File: config.mk
export PLATFORM = sky130hd
export DESIGN_NAME = aligned_zero_store_splitter
export DESIGN_NICKNAME = d
export VERILOG_FILES = /design/src/rtl/azs_pkg.sv /design/src/rtl/aligned_zero_store_splitter.sv /design/src/rtl/azs_ctrl.sv /design/src/rtl/azs_datapath.sv
export SDC_FILE = /design/constraint.sdc
export NUM_CORES = 1
export LEC_CHECK = 0
export ABC_AREA = 0
export BUFFER_PORTS_ARGS = -buffer_cell sky130_fd_sc_hd__buf_2
export CORE_ASPECT_RATIO = 0.8
export CORE_UTILIZATION = 60
export DETAILED_ROUTE_END_ITERATION = 10
export GPL_ROUTABILITY_DRIVEN = 1
export PLACE_DENSITY = 0.85
export SETUP_SLACK_MARGIN = 0.05
export SLEW_MARGIN = 20
export SYNTH_ARGS = -nofsm -noshare
export SYNTH_HDL_FRONTEND = slang
export SYNTH_SLANG_ARGS = --single-unit
export TNS_END_PERCENT = 30
File: constraint.sdc
create_clock -name clk -period 15.2 [get_ports clk]
set_clock_uncertainty 0.15 [all_clocks]
set_input_delay 1.52 -clock clk [delete_from_list [all_inputs] [get_ports clk]]
set_output_delay 1.52 -clock clk [all_outputs]
set_load 0.1 [all_outputs]
File: src/rtl/azs_pkg.sv
package azs_pkg;

	// Defaults for the top-level parameters
	localparam int ADDR_WIDTH_DEF = 32;
	localparam int MAX_STORES_DEF = 8;

	// Field widths
	localparam int OFF_W   = 32;
	localparam int SIZE_W  = 32;
	localparam int ALIGN_W = 13;
	localparam int DATA_W  = 80;

	// Widest single store in bytes
	localparam int WIDEST_STORE = 8;

	typedef enum logic [2:0] {
		ST_IDLE,
		ST_COUNT,
		ST_EMIT,
		ST_BULK_CHK,
		ST_BULK_DIV,
		ST_BULK_OUT
	} azs_state_t;

	// Commands from controller to datapath
	typedef struct packed {
		logic load;      // capture a new request
		logic step;      // take one store off the region
		logic rewind;    // restart the walk from the start offset
		logic bulk_init; // start the alignment reduction
		logic div_init;  // start a remainder pass for the current alignment
		logic div_step;  // one remainder bit
		logic halve;     // halve the candidate alignment
		logic sel_bulk;  // present the bulk result
	} azs_cmd_t;

	// Status from datapath to controller
	typedef struct packed {
		logic in_zero;    // incoming byte count is zero
		logic step_last;  // current store finishes the region
		logic cnt_last;   // store budget is used up by the current store
		logic a_le_one;   // candidate alignment is one or less
		logic div_done;   // last remainder bit is being taken
		logic rem_zero;   // remainder after this bit is zero
	} azs_status_t;

endpackage

File: src/rtl/aligned_zero_store_splitter.sv
// After the accepting edge the stores of the region are counted (at most MAX_STORES), then
// rewound and given as one store result per cycle while m_axis_tready is high. A bulk
// clear is used when MAX_STORES stores do not cover the region; it tests each candidate
// alignment above one by bit-serial remainder, halving until it divides or reaches one.
// One request is in flight; the next is taken the cycle after the last result.
// arst_n clears the controller asynchronously; no clearing pass is needed.
module aligned_zero_store_splitter
	import azs_pkg::*;
#(
	parameter int ADDR_WIDTH = ADDR_WIDTH_DEF,
	parameter int MAX_STORES = MAX_STORES_DEF
) (
	input  logic              clk,
	input  logic              arst_n,
	input  logic              s_axis_tvalid,
	output logic              s_axis_tready,
	// start_offset[31:0], byte_count[63:32], align_bytes[76:64], zero pad
	input  logic [DATA_W-1:0] s_axis_tdata,
	output logic              m_axis_tvalid,
	input  logic              m_axis_tready,
	// out_offset[31:0], out_size[63:32], out_align[76:64], zero pad
	output logic [DATA_W-1:0] m_axis_tdata,
	// is_bulk[0]
	output logic              m_axis_tuser,
	// last_of_run
	output logic              m_axis_tlast
);

	azs_cmd_t    cmd;
	azs_status_t status;
	logic        in_fire;

	// Accept a request on the input handshake
	assign in_fire = s_axis_tvalid && s_axis_tready;

	azs_ctrl u_ctrl (
		.clk       (clk),
		.arst_n    (arst_n),
		.in_fire   (in_fire),
		.out_ready (m_axis_tready),
		.status    (status),
		.in_ready  (s_axis_tready),
		.out_valid (m_axis_tvalid),
		.cmd       (cmd)
	);

	azs_datapath #(
		.ADDR_WIDTH (ADDR_WIDTH),
		.MAX_STORES (MAX_STORES)
	) u_datapath (
		.clk      (clk),
		.in_data  (s_axis_tdata),
		.cmd      (cmd),
		.status   (status),
		.out_data (m_axis_tdata),
		.out_bulk (m_axis_tuser),
		.out_last (m_axis_tlast)
	);

endmodule

File: src/rtl/azs_ctrl.sv
module azs_ctrl
	import azs_pkg::*;
(
	input  logic        clk,
	input  logic        arst_n,
	input  logic        in_fire,
	input  logic        out_ready,
	input  azs_status_t status,
	output logic        in_ready,
	output logic        out_valid,
	output azs_cmd_t    cmd
);

	azs_state_t state_q, state_d;

	// State register
	always_ff @(posedge clk or negedge arst_n) begin
		if (!arst_n) begin
			state_q <= ST_IDLE;
		end else begin
			state_q <= state_d;
		end
	end

	// Next state
	always_comb begin
		state_d = state_q;
		case (state_q)
			ST_IDLE: begin
				if (in_fire && !status.in_zero) begin
					state_d = ST_COUNT;
				end
			end
			ST_COUNT: begin
				if (status.step_last) begin
					state_d = ST_EMIT;
				end else if (status.cnt_last) begin
					state_d = ST_BULK_CHK;
				end
			end
			ST_EMIT: begin
				if (out_ready && status.step_last) begin
					state_d = ST_IDLE;
				end
			end
			ST_BULK_CHK: begin
				state_d = status.a_le_one ? ST_BULK_OUT : ST_BULK_DIV;
			end
			ST_BULK_DIV: begin
				if (status.div_done) begin
					state_d = status.rem_zero ? ST_BULK_OUT : ST_BULK_CHK;
				end
			end
			ST_BULK_OUT: begin
				if (out_ready) begin
					state_d = ST_IDLE;
				end
			end
			default: state_d = ST_IDLE;
		endcase
	end

	// Outputs and datapath commands
	always_comb begin
		cmd       = '0;
		in_ready  = 1'b0;
		out_valid = 1'b0;
		case (state_q)
			ST_IDLE: begin
				in_ready = 1'b1;
				cmd.load = in_fire;
			end
			ST_COUNT: begin
				cmd.step      = 1'b1;
				cmd.rewind    = status.step_last;
				cmd.bulk_init = !status.step_last && status.cnt_last;
			end
			ST_EMIT: begin
				out_valid = 1'b1;
				cmd.step  = out_ready;
			end
			ST_BULK_CHK: begin
				cmd.div_init = !status.a_le_one;
				cmd.sel_bulk = 1'b1;
			end
			ST_BULK_DIV: begin
				cmd.div_step = 1'b1;
				cmd.halve    = status.div_done && !status.rem_zero;
				cmd.sel_bulk = 1'b1;
			end
			ST_BULK_OUT: begin
				out_valid    = 1'b1;
				cmd.sel_bulk = 1'b1;
			end
			default: begin
				cmd = '0;
			end
		endcase
	end

endmodule

File: src/rtl/azs_datapath.sv
module azs_datapath
	import azs_pkg::*;
#(
	parameter int ADDR_WIDTH = ADDR_WIDTH_DEF,
	parameter int MAX_STORES = MAX_STORES_DEF
) (
	input  logic               clk,
	input  logic [DATA_W-1:0]  in_data,
	input  azs_cmd_t           cmd,
	output azs_status_t        status,
	output logic [DATA_W-1:0]  out_data,
	output logic               out_bulk,
	output logic               out_last
);

	// Offsets wrap at the address space, and only the low field bits are seen
	localparam int AW   = (ADDR_WIDTH < OFF_W) ? ADDR_WIDTH : OFF_W;
	localparam int CW   = $clog2(MAX_STORES + 1);
	localparam int BW   = $clog2(AW);
	localparam int PADW = DATA_W - OFF_W - SIZE_W - ALIGN_W;

	logic [AW-1:0]      off_q;
	logic [SIZE_W-1:0]  bytes_q;
	logic [ALIGN_W-1:0] align_q;
	logic [AW-1:0]      at_q;
	logic [SIZE_W-1:0]  left_q;
	logic [CW-1:0]      cnt_q;
	logic [ALIGN_W-1:0] a_q;
	logic [ALIGN_W-1:0] rem_q;
	logic [BW-1:0]      bit_q;

	logic [ALIGN_W-1:0] in_align;
	logic [3:0]         w;
	logic [ALIGN_W:0]   rem_sh;
	logic [ALIGN_W-1:0] rem_next;

	// Treat a zero alignment as one
	assign in_align = (in_data[OFF_W+SIZE_W +: ALIGN_W] == '0) ? ALIGN_W'(1)
	                  : in_data[OFF_W+SIZE_W +: ALIGN_W];

	// Pick the widest store that fits the bytes left, alignment and offset
	always_comb begin
		if (left_q >= SIZE_W'(WIDEST_STORE) && align_q >= ALIGN_W'(WIDEST_STORE)
		    && at_q[2:0] == 3'd0) begin
			w = 4'd8;
		end else if (left_q >= SIZE_W'(4) && align_q >= ALIGN_W'(4) && at_q[1:0] == 2'd0) begin
			w = 4'd4;
		end else if (left_q >= SIZE_W'(2) && align_q >= ALIGN_W'(2) && !at_q[0]) begin
			w = 4'd2;
		end else begin
			w = 4'd1;
		end
	end

	// One restoring remainder bit of offset modulo the candidate alignment
	assign rem_sh   = {rem_q, off_q[bit_q]};
	assign rem_next = (rem_sh >= {1'b0, a_q}) ? ALIGN_W'(rem_sh - {1'b0, a_q})
	                  : rem_sh[ALIGN_W-1:0];

	// Request capture, region walk and alignment reduction
	always_ff @(posedge clk) begin
		if (cmd.load) begin
			off_q   <= in_data[AW-1:0];
			bytes_q <= in_data[OFF_W +: SIZE_W];
			align_q <= in_align;
			at_q    <= in_data[AW-1:0];
			left_q  <= in_data[OFF_W +: SIZE_W];
			cnt_q   <= '0;
		end else if (cmd.rewind) begin
			at_q   <= off_q;
			left_q <= bytes_q;
		end else if (cmd.step) begin
			at_q   <= at_q + AW'(w);
			left_q <= left_q - SIZE_W'(w);
			cnt_q  <= cnt_q + CW'(1);
		end

		if (cmd.bulk_init) begin
			a_q <= align_q;
		end else if (cmd.halve) begin
			a_q <= a_q >> 1;
		end

		if (cmd.div_init) begin
			rem_q <= '0;
			bit_q <= BW'(AW - 1);
		end else if (cmd.div_step) begin
			rem_q <= rem_next;
			bit_q <= bit_q - BW'(1);
		end
	end

	// Status back to the controller
	always_comb begin
		status.in_zero   = (in_data[OFF_W +: SIZE_W] == '0);
		status.step_last = (left_q == SIZE_W'(w));
		status.cnt_last  = (cnt_q == CW'(MAX_STORES - 1));
		status.a_le_one  = (a_q <= ALIGN_W'(1));
		status.div_done  = (bit_q == '0);
		status.rem_zero  = (rem_next == '0);
	end

	// Result fields
	always_comb begin
		if (cmd.sel_bulk) begin
			out_data = {{PADW{1'b0}}, a_q, bytes_q, OFF_W'(off_q)};
			out_last = 1'b1;
		end else begin
			out_data = {{PADW{1'b0}}, ALIGN_W'(w), SIZE_W'(w), OFF_W'(at_q)};
			out_last = status.step_last;
		end
		out_bulk = cmd.sel_bulk;
	end

endmodule
==> impl_metrics.tcl <==
set metrics [dict create \
    status "finished, final reports clean" \
    finish.instance_area_um2 12170 \
    dieWidth_um 151.4 \
    io_buffers 161 \
    cts_tree "built" \
    cp.required_ns 13.53 \
    ys_warn_count 0 \
    most-common-layout-cells "222 x nand2_1, 161 x buf_2, 154 x edfxtp_1" \
    hpwl_um 18710 \
    cts_resized 0 \
    hold_viol 0 \
    place_area_um2 11570 \
    grt_util_met1 0.4213 \
    grt_busiest_layer "met2" \
    initialDrtViolationCount 1099 \
    synthTopCellsByArea "edfxtp_1 43%, nand2_1 7.8%, o21ai_0 5.8%" \
    grt_pass1_wl_um 42630 \
    cpPeakStageDelay_ns 0.61 \
    synthAdderAreaFrac 0.03248 \
    root_buffer "clkbuf_16" \
    period_share 0.4495 \
    dieArea_um2 18390 \
    track_usage 0.3048 \
    area_delta_synth_final_pct 13.67 \
    drt_pass1_iterations 10 \
    synth_top_family_by_area "simple AND/OR/NAND/NOR gates" \
    holdBufCountCts 0 \
    path_delay_family "simple AND/OR/NAND/NOR gates" \
    wire_per_inst_um 17.99 \
    n_fill_cell 1282 \
    syn_avg_cell_area_um2 9.369 \
    async_flop_share 0.01676 \
    ys_dominant_reg_cell "edfxtp_1" \
    h-tree-depth 4 \
    cts_buffers 17 \
    synth_xor_area_frac 0.05398 \
    cp-end-kind "output pin" \
    grt_remaining_overflow 0 \
    finalMaxSlewViolations 0 \
    wl_um 26970 \
    num_rows 43 \
    drive_gt1_frac 0.1910 \
    cp_num_buf_inv 2 \
    viasPerCell 6.097 \
    initial_utilization 0.6162 \
    ys_ff_latch 179 \
    yosysSeqAreaShare 0.4800 \
    grt_setup_unrepaired "no" \
    cp_common_cell "or4_4" \
    fp.dieH_um 121.5 \
    finalNetCount 1369 \
    grt_pass1_vias 8467 \
    drv_cap 0 \
    synth_mux_area_frac 0.04194 \
    crit_slowest_cell "or4_4" \
    grt_max_degree 95 \
    setup_viol 0 \
    num_io_pins 168 \
    period_minus_slack_ns 6.833 \
    critPathLaunchType "flip-flop" \
    ys_types 68 \
    worst_pin_slew_ns 1.044 \
    ant_nets 0 \
    yosysTopAreaCell "edfxtp_1" \
    relSlewSlack 0.2941 \
    clk_pin_slew_worst_paths_ns 0.07 \
    worstPathArrival_ns 5.16 \
    crit_fanout 8 \
    clk_latency_ns 0.44 \
    placed_cells 1465 \
    coreArea_um2 17380 \
    crit_chain "or4_4 > or4_4 > or3_4 > or4_4 > and3_4 > nor4_4 > inv_1 > ha_1 > nand4_1 > or4_1 > nand2_1 > buf_2" \
    hold_path.class "flip-flop to flip-flop" \
    synthesis.area_um2 10710 \
    vias 9139 \
    drc 0 \
    grtUsageMet2 0.4746 \
    mostFrequentLayoutCell "nand2_1" \
    globalplace.congestion 0.9011 \
    finalSetupTns_ns 0 \
    synth-edff-count 154 \
    grt_antenna_before_repair 1 \
    synth_top_area_frac 0.4318 \
    post-cts-setup-buffers 0 \
    synthSimpleGateAreaFrac 0.2269 \
    fin_cells 1499 \
    cts.path.max_buffers 2 \
    use_met3 0.06053 \
    maxClockFrequency_mhz 146.3 \
    critPathKind "flip-flop to output pin" \
    synth_compound_area_frac 0.1238 \
    syn-instance-count 1143 \
    cts_sinks 179 \
]
-- final cells by class --
| class | count | area [um^2] | share of cell area |
|---|---|---|---|
| multi-input combinational | 860 | 5161 | 0.4240 |
| sequential | 179 | 5140 | 0.4222 |
| timing repair buffer | 168 | 858.3 | 0.07051 |
| clock buffer | 19 | 452.9 | 0.03721 |
| tap | 225 | 281.5 | 0.02313 |
| clock inverter | 13 | 147.6 | 0.01213 |
| inverter | 33 | 126.4 | 0.01038 |
| antenna | 2 | 5.005 | 0.0004111 |
-- cells by family after synthesis --
| logic type | after synthesis |
|---|---|
| fa+ha+maj | 26 |
| flops | 179 |
| mux | 32 |
| xor+xnor | 66 |
| buf+inv | 106 |
| simple gates | 510 |
| compound gates | 223 |
| other cells | 1 |
-- state kept, by name, indices dropped and copies added (netlist names), 4 cells and up --
name	flops
u_datapath.align_q	13
u_datapath.off_q	32
u_datapath.left_q	32
u_datapath.rem_q	13
u_datapath.bit_q	5
u_datapath.a_q	13
u_datapath.bytes_q	32
u_datapath.at_q	32
u_datapath.cnt_q	4
-- per-stage QoR --
| step | hold WS (ns) | utilization | setup WS (ns) |
|---|---|---|---|
| after global routing | 0.3863 | 0.7003 | 8.231 |
| final | 0.3635 | 0.7005 | 8.367 |
| after CTS | 0.3584 | 0.7002 | 8.395 |
| after detailed placement | 0.3488 | 0.6656 | 8.867 |
| after global placement | 0.2968 | 0.6656 | 8.932 |
| after floorplan | 0.2854 | - | 8.741 |
-- final timing paths --
check / start / to / slack [ns] / cells past startpoint
min in group asynchronous: arst_n / u_ctrl.state_q[1]$_DFFE_PN0P_ / 0.72 / 1
worst max register to register: u_datapath.left_q[4]$_DFFE_PP_ / u_datapath.at_q[25]$_DFFE_PP_ / 9.01 / 16
max in group asynchronous: arst_n / u_ctrl.state_q[0]$_DFFE_PN0P_ / 14.08 / 1
worst min-delay path: u_datapath.cnt_q[3]$_SDFFE_PP0P_ / u_datapath.cnt_q[3]$_SDFFE_PP0P_ / 0.36 / 1
worst min register to register: u_datapath.cnt_q[3]$_SDFFE_PP0P_ / u_datapath.cnt_q[3]$_SDFFE_PP0P_ / 0.36 / 1
worst max-delay path: u_datapath.left_q[4]$_DFFE_PP_ / m_axis_tlast / 8.37 / 12
-- per-layer routing --
layer  vias to the layer above  share of wire
met5                         -              0
met3                        62           0.10
li1                       4308              -
met4                         0          0.026
met2                       495           0.46
met1                      4274           0.42
-- cell usage after synthesis (9+ instances only) --
cell,n
nand2_1,222
edfxtp_1,154
o21ai_0,125
nor2_1,96
clkbuf_1,56
xnor2_1,34
and2_1,33
inv_1,33
xor2_1,32
a21oi_1,29
nor4_1,27
nand3_1,26
nor3_1,25
ha_1,23
dfxtp_1,22
nand4_1,16
mux2_2,13
or3_1,13
mux2i_1,10
a21o_1,9
mux4_2,9
nor2b_1,9
-- worst register-to-register path, stage by stage, from the launching register on --
cell and delay [ns]:
edfxtp_1 0.46, or4_4 0.61, or4_4 0.56, or3_4 0.40, or4_4 0.54, o31ai_4 0.27, o21bai_2 0.25, inv_1 0.08
ha_1 0.28, a21o_1 0.13, a21oi_1 0.11, o21bai_1 0.55, nor4b_1 0.91, nand3_1 0.23, xnor2_1 0.19, nor2_1 0.11
o21ai_0 0.10
Power is left out: the tool's default activity adds up to more than one toggle a clock period on the data nets, which glitch-free logic cannot reach.
